File: config.mk
export PLATFORM = sky130hd
export DESIGN_NAME = button_gesture_classifier
export DESIGN_NICKNAME = d
export VERILOG_FILES = /design/src/hdl/bgc_pkg.sv /design/src/hdl/button_gesture_classifier.sv
export VERILOG_INCLUDE_DIRS = /design/src /design/src/hdl
export SDC_FILE = /design/constraint.sdc
export NUM_CORES = 1
export LEC_CHECK = 0
export ABC_AREA = 0
export CORE_MARGIN = 2
export CORE_UTILIZATION = 40
export CTS_CLUSTER_DIAMETER = 60
export DETAILED_ROUTE_END_ITERATION = 8
export DONT_BUFFER_PORTS = 1
export PLACE_DENSITY = 0.66
export SETUP_SLACK_MARGIN = 0.02
export SLEW_MARGIN = 20
export SYNTH_ARGS = -nofsm -noshare
export SYNTH_HDL_FRONTEND = slang
export SYNTH_SLANG_ARGS = --single-unit
export TNS_END_PERCENT = 30
File: constraint.sdc
create_clock -name clk -period 11.25 [get_ports clk]
set_input_delay 3.375 -clock clk [delete_from_list [all_inputs] [get_ports clk]]
set_output_delay 3.375 -clock clk [all_outputs]
set_load 0.005 [all_outputs]
File: src/hdl/assert_macros.svh
// Assertion helpers included by button_gesture_classifier.sv.
// Each macro expects a clock named clk and an active-low reset named rst_n.
`ifndef ASSERT_MACROS_SVH
`define ASSERT_MACROS_SVH

// The consequent holds in the same cycle as the antecedent.
`define ASSERT_SAME(label, ante, cons) \
    label: assert property (@(posedge clk) disable iff (!rst_n) (ante) |-> (cons)) \
        else $error("assertion failed");

// The consequent holds in the cycle after the antecedent.
`define ASSERT_NEXT(label, ante, cons) \
    label: assert property (@(posedge clk) disable iff (!rst_n) (ante) |=> (cons)) \
        else $error("assertion failed");

`endif

File: src/hdl/bgc_pkg.sv
// ----------------------------------------------------------------------------
// bgc_pkg
// Types and constants of the button gesture classifier.
// ----------------------------------------------------------------------------
`default_nettype none

package bgc_pkg;

    localparam int TICK_W     = 16;
    localparam int DEBOUNCE_W = 10;
    localparam int CFG_IDX_W  = 2;
    localparam int CFG_DATA_W = 16;

    typedef logic [TICK_W-1:0] tick_t;

    typedef enum logic [1:0] {
        GESTURE_NONE   = 2'd0,
        GESTURE_TAP    = 2'd1,
        GESTURE_DOUBLE = 2'd2,
        GESTURE_HOLD   = 2'd3
    } gesture_t;

    localparam logic [CFG_IDX_W-1:0] REG_DEBOUNCE   = 2'd0;
    localparam logic [CFG_IDX_W-1:0] REG_HOLD       = 2'd1;
    localparam logic [CFG_IDX_W-1:0] REG_DOUBLE_TAP = 2'd2;

    localparam logic [DEBOUNCE_W-1:0] DEBOUNCE_RESET   = 10'd40;
    localparam tick_t                 HOLD_RESET       = 16'd3000;
    localparam tick_t                 DOUBLE_TAP_RESET = 16'd400;

    // Counter step that sticks at full scale.
    function automatic tick_t sat_inc(input tick_t v);
        sat_inc = (v == '1) ? v : v + tick_t'(1);
    endfunction

endpackage

`default_nettype wire

File: src/hdl/button_gesture_classifier.sv
// ----------------------------------------------------------------------------
// button_gesture_classifier
// Classifies one push button into tap, double tap and hold, one tick a beat.
// ----------------------------------------------------------------------------
// Usage:
//   Each input beat is one millisecond tick carrying the button level and the
//   immediate-tap flag. Every input beat produces exactly one output beat with
//   a gesture code: none, tap, double tap or hold.
//   The configuration channel writes debounce_ticks (index 0), hold_ticks
//   (index 1) and double_tap_ticks (index 2); other indexes are dropped. It is
//   always ready and should only be written while no tick is in flight.
// Pipeline and throughput:
//   The whole classification is one pass of counters and compares between the
//   input port and the result register, so a result appears in the cycle after
//   its tick is accepted, and one tick is taken each cycle out_ready is high.
// Stalls:
//   The block takes a new tick whenever the result register is empty or is
//   being drained in the same cycle. If the receiver holds ready low, the
//   result waits in place and in_ready drops until it is taken.
// Reset:
//   rst_n clears all tracking state and the result valid flag, and restores the
//   registers to 40, 3000 and 400 ticks.
// ----------------------------------------------------------------------------
`default_nettype none
`include "assert_macros.svh"

module button_gesture_classifier
    import bgc_pkg::*;
(
    input  wire logic                  clk,
    input  wire logic                  rst_n,
    // Configuration write channel.
    input  wire logic                  cfg_valid,
    output logic                       cfg_ready,
    input  wire logic [CFG_IDX_W-1:0]  cfg_index,
    input  wire logic [CFG_DATA_W-1:0] cfg_data,
    // Tick input channel.
    input  wire logic                  in_valid,
    output logic                       in_ready,
    input  wire logic                  button_down,
    input  wire logic                  immediate_tap,
    // Gesture output channel.
    output logic                       out_valid,
    input  wire logic                  out_ready,
    output logic [1:0]                 gesture
);

    // Configuration registers.
    logic [DEBOUNCE_W-1:0] debounce_reg;
    tick_t                 hold_reg;
    tick_t                 double_tap_reg;

    // Tracking state.
    logic  pressed_reg,       pressed_next;
    tick_t press_ticks_reg,   press_ticks_next;
    logic  hold_reported_reg, hold_reported_next;
    logic  tap_pending_reg,   tap_pending_next;
    tick_t since_tap_reg,     since_tap_next;

    // Result register.
    logic     out_valid_reg;
    gesture_t gesture_reg, gesture_next;

    logic  in_fire;
    logic  skip_check;
    tick_t press_inc;

    assign cfg_ready = 1'b1;
    assign in_ready  = !out_valid_reg || out_ready;
    assign in_fire   = in_valid && in_ready;
    assign out_valid = out_valid_reg;
    assign gesture   = gesture_reg;

    assign press_inc = sat_inc(press_ticks_reg);

    // One tick of the classifier. The window counter advances first, the button
    // edge next, then an expired window reports its tap unless skip_check is set.
    always_comb
    begin
        pressed_next       = pressed_reg;
        press_ticks_next   = press_ticks_reg;
        hold_reported_next = hold_reported_reg;
        tap_pending_next   = tap_pending_reg;
        since_tap_next     = tap_pending_reg ? sat_inc(since_tap_reg) : since_tap_reg;
        gesture_next       = GESTURE_NONE;
        skip_check         = 1'b0;

        if (button_down && !pressed_reg)
        begin
            pressed_next       = 1'b1;
            press_ticks_next   = '0;
            hold_reported_next = 1'b0;
        end
        else if (button_down)
        begin
            press_ticks_next = press_inc;
            if (!hold_reported_reg && press_inc > hold_reg)
            begin
                hold_reported_next = 1'b1;
                tap_pending_next   = 1'b0;
                gesture_next       = GESTURE_HOLD;
            end
        end
        else if (pressed_reg)
        begin
            press_ticks_next = press_inc;
            pressed_next     = 1'b0;
            if (hold_reported_reg || press_inc <= tick_t'(debounce_reg))
            begin
                skip_check = 1'b1;
            end
            else if (immediate_tap)
            begin
                gesture_next = GESTURE_TAP;
                skip_check   = 1'b1;
            end
            else if (tap_pending_reg && since_tap_next < double_tap_reg)
            begin
                tap_pending_next = 1'b0;
                gesture_next     = GESTURE_DOUBLE;
            end
            else
            begin
                tap_pending_next = 1'b1;
                since_tap_next   = '0;
            end
        end

        if (!skip_check && tap_pending_next && since_tap_next >= double_tap_reg)
        begin
            tap_pending_next = 1'b0;
            gesture_next     = GESTURE_TAP;
        end
    end

    always_ff @(posedge clk or negedge rst_n)
    begin
        if (!rst_n)
        begin
            debounce_reg   <= DEBOUNCE_RESET;
            hold_reg       <= HOLD_RESET;
            double_tap_reg <= DOUBLE_TAP_RESET;
        end
        else if (cfg_valid && cfg_ready)
        begin
            case (cfg_index)
                REG_DEBOUNCE:   debounce_reg   <= cfg_data[DEBOUNCE_W-1:0];
                REG_HOLD:       hold_reg       <= cfg_data;
                REG_DOUBLE_TAP: double_tap_reg <= cfg_data;
                default:        ;
            endcase
        end
    end

    always_ff @(posedge clk or negedge rst_n)
    begin
        if (!rst_n)
        begin
            pressed_reg       <= 1'b0;
            press_ticks_reg   <= '0;
            hold_reported_reg <= 1'b0;
            tap_pending_reg   <= 1'b0;
            since_tap_reg     <= '0;
            out_valid_reg     <= 1'b0;
        end
        else
        begin
            if (in_fire)
            begin
                pressed_reg       <= pressed_next;
                press_ticks_reg   <= press_ticks_next;
                hold_reported_reg <= hold_reported_next;
                tap_pending_reg   <= tap_pending_next;
                since_tap_reg     <= since_tap_next;
                out_valid_reg     <= 1'b1;
            end
            else if (out_ready)
            begin
                out_valid_reg <= 1'b0;
            end
        end
    end

    // The gesture is payload and carries no reset.
    always_ff @(posedge clk)
    begin
        if (in_fire)
        begin
            gesture_reg <= gesture_next;
        end
    end

    // A reported hold marks the press and drops any waiting tap.
    `ASSERT_NEXT(a_hold_marks, in_fire && gesture_next == GESTURE_HOLD,
                 hold_reported_reg && !tap_pending_reg)
    // A double tap consumes the waiting tap.
    `ASSERT_NEXT(a_double_clears, in_fire && gesture_next == GESTURE_DOUBLE,
                 !tap_pending_reg && gesture_reg == GESTURE_DOUBLE)
    // The input side stalls only behind a result that the receiver refuses.
    `ASSERT_SAME(a_stall_cause, !in_ready, out_valid_reg && !out_ready)

endmodule

`default_nettype wire

# --- Word level (Yosys, flattened, before mapping) ---
# Index checks and enable logic that the tools add are counted.
# W data, S select, Z words.
word_totals:
  register_bits: 80
  latchBits: 0
  ram_bits: 0
  romBits: 0
  input_bits: 25
  out_inout_bits: 5
  word_cells: 85
  mem_count: 0
op_classes:
  n_addsub: 2
  multipliers: 0
  div_mod_pow: 0
  n_lt_le_gt_ge: 4
  eq_ne: 5
  shift: 0
  muxes: 39
  n_bitwise: 0
  reduce_logical: 24
op_table:
  columns: ["operator", "count"]
  rows:
  - ["$mux W16", 12]
  - ["$add A16 B1 Y16 const B", 2]
  - ["$eq A16 B16 Y1 const B", 2]
  - ["$mux W1", 21]
  - ["$ge A16 B16 Y1", 1]
  - ["$gt A16 B16 Y1", 1]
  - ["$le A16 B10 Y1", 1]
  - ["$lt A16 B16 Y1", 1]
  - ["$mux W2", 6]
  - ["$reduce_and A2 Y1", 5]
  - ["$logic_and A1 B1 Y1", 6]
  - ["$reduce_bool A2 Y1", 3]
  - ["$logic_not A1 Y1", 4]
  - ["$reduce_and A3 Y1", 1]
  - ["$reduce_bool A3 Y1", 1]
  - ["$eq A2 B1 Y1 const B", 1]
  - ["$eq A2 B2 Y1 const B", 1]
  - ["$logic_not A2 Y1", 1]
  - ["$logic_or A1 B1 Y1", 2]
  - ["$ne A2 B1 Y1 const B", 1]
  - ["$reduce_or A2 Y1", 1]

# --- Logic depth before layout (Yosys ltp) ---
depth:
  depth_word: 14
  ltp_mapped: 28
  mapped_depth_nobuf: 25

# --- Worst setup path before layout ---
# Ideal clock, no wire load.
synth_timing:
  path_kind: "input to output"
  from: "input out_ready"
  to: "output in_ready"
  arrival_time_ns: 3.532
  required_ns: 7.875
  path_slack_ns: 4.343
  stages: 1
  n_path_buf: 0
  path_cell_list: "nand2b_1"
synth_via:
  elab_chain_len: 1
synth_lines:
  columns: ["element", "line_no", "source"]
  rows:
  - ["start, declared", "button_gesture_classifier.sv:44", "input wire logic out_ready,"]
  - ["$logic_or A1 B1 Y1", "button_gesture_classifier.sv:69", "assign in_ready = !out_valid_reg || out_ready;"]
  - ["end, declared", "button_gesture_classifier.sv:39", "output logic in_ready,"]
# No other way between the ends.

# --- Final worst setup path ---
# Ends and elaborated chain as after synthesis.

==> impl_metrics.tcl <==
set metrics [dict create \
    multiInputGateArea_um2 3090 \
    instances_no_fill 755 \
    finalPower_mw 0.934 \
    clkLatencyLatePin_ns 0.35 \
    synth_area_um2 5480 \
    rows 42 \
    antennaDiodeCount 0 \
    synth_edf_count 2 \
    cp-end-kind "output pin" \
    chipWidth_um 121 \
    drv_slew 0 \
    nFillCells 1288 \
    post-route-util 0.443 \
    fin_crit_sh 0.615 \
    cts_tree "done" \
    cts_buffers 9 \
    ys_types 60 \
    final_hold_viol_count 0 \
    cts.sinks 80 \
    clkTransAtPathRegs_ns 0.06 \
    ys_ff_latch 80 \
    placed_cell_area_um2 5580 \
    overflow 0 \
    grt_max_degree 79 \
    yosysSeqAreaShare 0.370 \
    relSlewSlack 0.317 \
    cts_hold_buf 0 \
    vias_per_cell 5.49 \
    crit_chain "nand2b_1" \
    path_max_fanout 3 \
    path_class "in2out" \
    worst_pin_slew_ns 1.02 \
    ys_top_cells_by_area "dfrtp_1 (30%), ha_1 (13%), mux2_2 (6.8%)" \
    dr.pass1.iters 4 \
    grt_pass1_vias 4209 \
    arrival_ns 3.54 \
    htreeDepth 3 \
    gp_congestion 0.871 \
    wl_per_cell_um 16.2 \
    place_inst 739 \
    max_cap_violations 0 \
    wl_mm 12.2 \
    detail-route-antenna-nets 0 \
    port_buffers 0 \
    rsz0062_at_grt "no" \
    die_area_um2 14700 \
    register_area_um2 2030 \
    finalClockSkew_ns 0.00712 \
    worstPathRequired_ns 7.88 \
    area_growth_pct 7.53 \
    vias 4148 \
    syn_inst 582 \
    grt_pass1_wl_mm 20.8 \
    fp.coreArea_um2 13300 \
    hold_path.class "reg2reg" \
    drt_iter0_markers 242 \
    antenna_found_initial 0 \
    synth_area_leader_cell "dfrtp_1" \
    path_buf_inv 0 \
    grt_usage 0.181 \
    powerDensity_nw_per_um2 158 \
    finalSetupViolations 0 \
    leakagePower_nw 2.80 \
    synth_fp_nets 666 \
    setup_tns_ns 0 \
    period_needed_ns 6.92 \
    synth_top_flop_cell "dfrtp_1" \
    startpoint_type "primary input" \
    die_h_um 121 \
    initial_core_util 0.412 \
    ios 30 \
    cts_setup_buffers 0 \
    cts-root-buf "clkbuf_16" \
    reg2reg_slack_ns 5.12 \
    fin_nets 658 \
    design_area_um2 5900 \
    syn_area_per_cell_um2 9.42 \
    outcome "complete, no violations" \
    yosys_warnings 0 \
    place_hpwl_mm 9.13 \
    cp_slowest_cell "nand2b_1" \
    cp_top_family "simple AND/OR/NAND/NOR gates" \
    cts_resized 0 \
    synth_top_cell_area_share 0.301 \
    cpPeakStageDelay_ns 0.16 \
    clock_path_buffers 2 \
    drive_above_1_share 0.135 \
    drc 0 \
    synth-async-reset-ratio 0.975 \
    irDropWorstVdd_mv 0.0843 \
    max_freq_mhz 145 \
]
[worst paths after layout]
path                                   start                 to  depth (start not counted)
hold reg to reg            double_tap_reg[6]  double_tap_reg[6]                          1
min in group asynchronous              rst_n   since_tap_reg[5]                          0
setup / recovery                   out_ready           in_ready                          1
max in group asynchronous              rst_n       hold_reg[11]                          0
hold / removal             double_tap_reg[6]  double_tap_reg[6]                          1
setup reg to reg            since_tap_reg[0]    tap_pending_reg                         24
[cells by family after synthesis]
family / after synthesis / share of synthesized area
other: 1 / 0.000684
adder cells (fa/ha/maj): 59 / 0.135
flip-flops: 80 / 0.370
buffers and inverters: 83 / 0.0691
multiplexers: 37 / 0.0751
AO/OA/AOI/OAI: 117 / 0.140
XOR/XNOR: 22 / 0.0351
AND/OR/NAND/NOR: 183 / 0.175
[synthesized netlist by cell type (11+ instances only)]
master,count
xor2_1,13
o21ai_0,33
nand2_1,62
mux2_2,33
inv_1,62
nand4_1,13
dfstp_2,12
dfrtp_1,66
ha_1,59
nand3_1,15
a21oi_1,25
o31ai_1,15
a32o_1,11
nor2_1,36
[placed cells by master, fill, tap and decap left out, drive strengths merged, types with 3 or more instances in the layout]
cell	count
a2111oi	4
a21o	8
a21oi	26
a31oi	4
a32o	11
and3	5
clkbuf	11
dfrtp	66
dfstp	12
ha	59
inv	64
mux2	33
mux2i	4
nand2	62
nand2b	6
nand3	17
nand3b	3
nand4	15
nor2	36
nor2b	7
nor3	6
nor3b	3
nor4	9
nor4b	4
o211ai	4
o21a	3
o21ai	35
o31ai	16
or4	3
xnor2	9
xor2	13
[layout make-up]
cell class	count	area share
Clock buffer	11	0.0429
Clock inverter	5	0.0106
Inverter	62	0.0395
Multi-Input combinational cell	419	0.523
Sequential cell	80	0.344
Tap cell	176	0.0374
Timing Repair Buffer	2	0.00255
[per-stage QoR]
stage          hold slack, ns  setup slack [ns]
3_3_place_gp            0.492              4.33
5_1_grt                 0.519              4.32
2_1_floorplan           0.479              4.34
4_1_cts                 0.507              4.33
6_report                0.506              4.34
3_5_place_dp            0.494              4.33
[power breakdown]
| part | switching, mW | internal [mW] | total, mW |
|---|---|---|---|
| Clock | 0.125 | 0.186 | 0.310 |
| Sequential | 0.0403 | 0.340 | 0.380 |
| Combinational | 0.135 | 0.108 | 0.243 |
| Total | 0.300 | 0.634 | 0.934 |
[metal layers]
layer	vias to the layer above	GRT usage	wire [um]
met5	-	0	0
met2	89	0.285	5420
li1	2055	-	-
met1	1989	0.238	5760
met3	15	0.0479	804
met4	0	0.0698	216
No activity file was read; power rests on OpenSTA's default activity.
